## config.mk

```make
export PLATFORM = sky130hd
export DESIGN_NAME = spms_div
export DESIGN_NICKNAME = d
export VERILOG_FILES = /design/src/spms_div.sv
export SDC_FILE = /design/constraint.sdc
export NUM_CORES = 1
export LEC_CHECK = 0
export ABC_AREA = 0
export BUFFER_PORTS_ARGS = -buffer_cell sky130_fd_sc_hd__buf_2
export CAP_MARGIN = 20
export CORE_MARGIN = 2
export CORE_UTILIZATION = 36
export CTS_BUF_LIST = sky130_fd_sc_hd__clkbuf_8
export CTS_CLUSTER_DIAMETER = 150
export DETAILED_ROUTE_END_ITERATION = 10
export PLACE_DENSITY_LB_ADDON = 0.3
export RECOVER_POWER = 25
export SYNTH_ARGS = -nofsm -noshare
export SYNTH_HDL_FRONTEND = slang
export SYNTH_SLANG_ARGS = --single-unit
```

## constraint.sdc

```tcl
create_clock -name i_clk -period 6.8 [get_ports i_clk]
set_input_delay 1.02 -clock i_clk [delete_from_list [all_inputs] [get_ports i_clk]]
set_output_delay 1.02 -clock i_clk [all_outputs]
set_load 0.005 [all_outputs]
```

## src/spms_div.sv

```systemverilog
// Restoring unsigned divider, one quotient bit per cycle.
// Standalone; used by the core for the softmax normalization.
module spms_div #(
    parameter int NW = 34,
    parameter int DW = 23
) (
    input  logic          i_clk,
    input  logic          i_rst_n,
    input  logic          i_start,
    input  logic [NW-1:0] i_num,
    input  logic [DW-1:0] i_den,
    output logic          o_done,
    output logic [NW-1:0] o_quot
);
    localparam int CW = $clog2(NW + 1);

    logic          r_busy;
    logic          r_done;
    logic [CW-1:0] r_cnt;
    logic [DW:0]   r_rem;
    logic [NW-1:0] r_q;
    logic [DW-1:0] r_den;

    logic [DW:0] c_sh;
    logic        c_ge;
    logic [DW:0] c_rem;

    always_comb begin
        c_sh  = {r_rem[DW-1:0], r_q[NW-1]};
        c_ge  = c_sh >= {1'b0, r_den};
        c_rem = c_ge ? (c_sh - {1'b0, r_den}) : c_sh;
    end

    always_ff @(posedge i_clk) begin
        if (!i_rst_n) begin
            r_busy <= 1'b0;
            r_done <= 1'b0;
        end else begin
            r_done <= 1'b0;
            if (i_start) begin
                r_busy <= 1'b1;
                r_cnt  <= CW'(NW);
                r_rem  <= '0;
                r_q    <= i_num;
                r_den  <= i_den;
            end else if (r_busy) begin
                r_rem <= c_rem;
                r_q   <= {r_q[NW-2:0], c_ge};
                r_cnt <= r_cnt - CW'(1);
                if (r_cnt == CW'(1)) begin
                    r_busy <= 1'b0;
                    r_done <= 1'b1;
                end
            end
        end
    end

    assign o_done = r_done;
    assign o_quot = r_q;

endmodule

```

==> flow_summary.yaml <==
status:
  status: "complete, but fails checks"
  violations: "max-capacitance violations, max-slew violations"
power:
  power_mw: 1.407
  powerDensity_nw_per_um2: 244.3
  vdd_drop_max_mv: 0.1411
  leakagePower_nw: 2.353
global_route:
  grt_max_degree: 70
  antenna_found_initial: 0
  grt_pass1_wl_um: 17680
  first_global_vias: 3689
  gr-usage-all-layers_pct: 15.30
  overflow: 0
layout:
  layout.nets: 609
  post-route-util_pct: 43.17
  drive_gt1_share_pct: 26.89
  fillers: 1337
  num_antenna_cells: 0
  syn2layout_area_growth_pct: 16.41
sta:
  fin_skew_ns: 0.01267
  finalSetupViolCount: 0
  hold_ws_ns: 0.4392
  maxSlewHeadroom_pct: -112.7
  fmax_mhz: 208.0
  rsz0062_at_grt: "false"
  tightest_slew_ns: 3.191
  finalHoldViolations: 0
  drv_slew: 70
  fin_crit_ns: 4.808
  fin_tns_setup_ns: 0
  min_period_over_period_pct: 70.70
drt:
  drt-wirelength-per-cell_um: 15.46
  drt_first_pass_iters: 5
  vias_per_cell: 5.203
  drc_errors: 0
  drt_wl_total_um: 10890
  vias: 3663
  ant_nets: 0
  drt_iter0_drc: 171
placed_design:
  place_congestion: 0.8405
  io_buffers: 94
  dp_hpwl_um: 7751
synth:
  yosys.cell_types.count: 51
  synth_edf_count: 86
  synth_top_family_by_area: "compound AO/OA/AOI/OAI gates"
  synth-xor-area-share_pct: 3.185
  synth_seq_area_share_pct: 52.98
  async_flop_share_pct: 0
  synth-compound-area-share_pct: 12.79
  synthCells: 432
  synth-seq-cells: 88
  syn_nets: 518
  synth-simple-area-share_pct: 12.44
  ys_warn_count: 0
  synth_area_sq_um: 4950
  synth_adder_area_share_pct: 6.724
  synthMuxAreaShare_pct: 7.937
  ys.flop_type: "edfxtp_1"
  avgSynthCellArea_sq_um: 11.46
die:
  num_rows: 42
  design.die.area_sq_um: 14700
  coreArea_sq_um: 13350
  die_y_um: 121.3
  fp.dieW_um: 121.3
  start_util_pct: 37.08
  io_pins: 95
clock_tree:
  clock_path_buffers: 2
  clkTransAtPathRegs_ns: 0.09
  worstSkewPairLatency_ns: 0.38
  cts.sinks: 88
  ctsHoldBuffers: 0
  cts_tree: "yes"
  ctsRootBufferMaster: "clkbuf_8"
  post_cts_buffers: 0
  cts_max_level: 3
  cts_buffers: 9
  cts_resized: 0
setup_path:
  worstSetupStartpointType: "input pin"
  critPathKind: "input pin to register"
  worst-endpoint-required_ns: 6.83
  critPathCaptureType: "register"
  crit_fanout: 69
  cp.arrival_ns: 4.84
job:
  cap_violations: 1
min_path:
  hold_class: "register to register"
stage by stage:
step,instance area [sq um],std cells,setup slack (ns)
after floorplan,4950,432,3.486
after global placement,5585,688,3.431
after detailed placement,5585,688,3.391
after CTS,5781,704,3.571
after global routing,5762,704,1.648
final,5762,704,1.992
worst paths after layout:
kind / startpoint / endpoint / slack [ns] / depth (start not counted)
worst min-delay path: r_busy / o_done / 0.44 / 2
worst max-delay path: i_start / o_quot[2] / 1.99 / 4
worst min register to register: r_busy / o_done / 0.44 / 2
worst max register to register: o_quot[33] / r_rem[20] / 3.54 / 11
cell usage after synthesis, types with 3 or more instances:
cell / instances / area share, %
nor3_1: 6 / 0.61
nand3_1: 6 / 0.61
and2_1: 3 / 0.38
xnor2_1: 8 / 1.4
xor2_1: 10 / 1.8
clkbuf_1: 5 / 0.38
buf_2: 9 / 0.91
ha_1: 25 / 6.3
o211ai_1: 5 / 0.76
inv_1: 29 / 2.2
nand4_1: 7 / 0.88
a211o_1: 4 / 0.71
nor2_1: 17 / 1.3
o21a_1: 4 / 0.61
nand3b_1: 7 / 1.1
or3_1: 4 / 0.51
and3_1: 6 / 0.76
nor2b_1: 5 / 0.63
or2_2: 3 / 0.38
nand2_1: 38 / 2.9
a21oi_1: 43 / 4.3
mux2_2: 34 / 7.7
a21o_1: 10 / 1.5
edfxtp_1: 86 / 52
o21ai_0: 16 / 1.6
a211oi_1: 7 / 1.1
nand2b_1: 5 / 0.63
per-layer routing:
metal | vias up | share of wire, % | global-route usage (%)
met1 | 1736 | 45 | 19.39
met4 | 0 | 1.7 | 4.239
li1 | 1784 | - | -
met5 | - | 0 | 0
met3 | 15 | 7.6 | 5.968
met2 | 128 | 46 | 24.40
flip-flops by register name, indices dropped and copies added (netlist names):
name    flops
o_done      1
r_rem      23
o_quot     34
r_cnt       6
r_den      23
r_busy      1
cells by family after synthesis:
family | after synthesis
simple gates | 117
compound gates | 101
flops | 88
buf+inv | 47
mux | 35
fa+ha+maj | 26
xor+xnor | 18
area by class of cell:
| cell class | count | area, sq um | share of cell area (%) |
|---|---|---|---|
| clock buffers | 9 | 123.9 | 2.150 |
| clock inverters | 7 | 71.32 | 1.238 |
| inverters | 29 | 108.9 | 1.889 |
| multi-input cells | 297 | 2133 | 37.03 |
| flip-flops and latches | 88 | 2623 | 45.52 |
| well taps | 176 | 220.2 | 3.822 |
| repair buffers | 98 | 481.7 | 8.360 |
report_power, final:
| part | switching (mW) | internal [mW] |
|---|---|---|
| clock network | 0.202 | 0.170 |
| registers | 0.0227 | 0.653 |
| logic | 0.207 | 0.153 |
| total | 0.431 | 0.976 |
critical path, cell delays in order:
cell,delay (ns)
buf_2,0.07
clkbuf_1,2.24
o21a_2,0.95
buf_4,0.51
layout by cell type, fill, tap and decap left out, drive strengths merged, types with 6 or more instances in the layout:
| cell type | instances |
|---|---|
| a211oi | 7 |
| a21o | 10 |
| a21oi | 43 |
| and3 | 7 |
| buf | 85 |
| clkbuf | 22 |
| edfxtp | 86 |
| ha | 25 |
| inv | 30 |
| mux2 | 34 |
| nand2 | 38 |
| nand3 | 6 |
| nand3b | 7 |
| nand4 | 7 |
| nor2 | 17 |
| nor3 | 6 |
| o21ai | 16 |
| xnor2 | 8 |
| xor2 | 10 |
No activity file was read; power rests on OpenSTA's default activity.
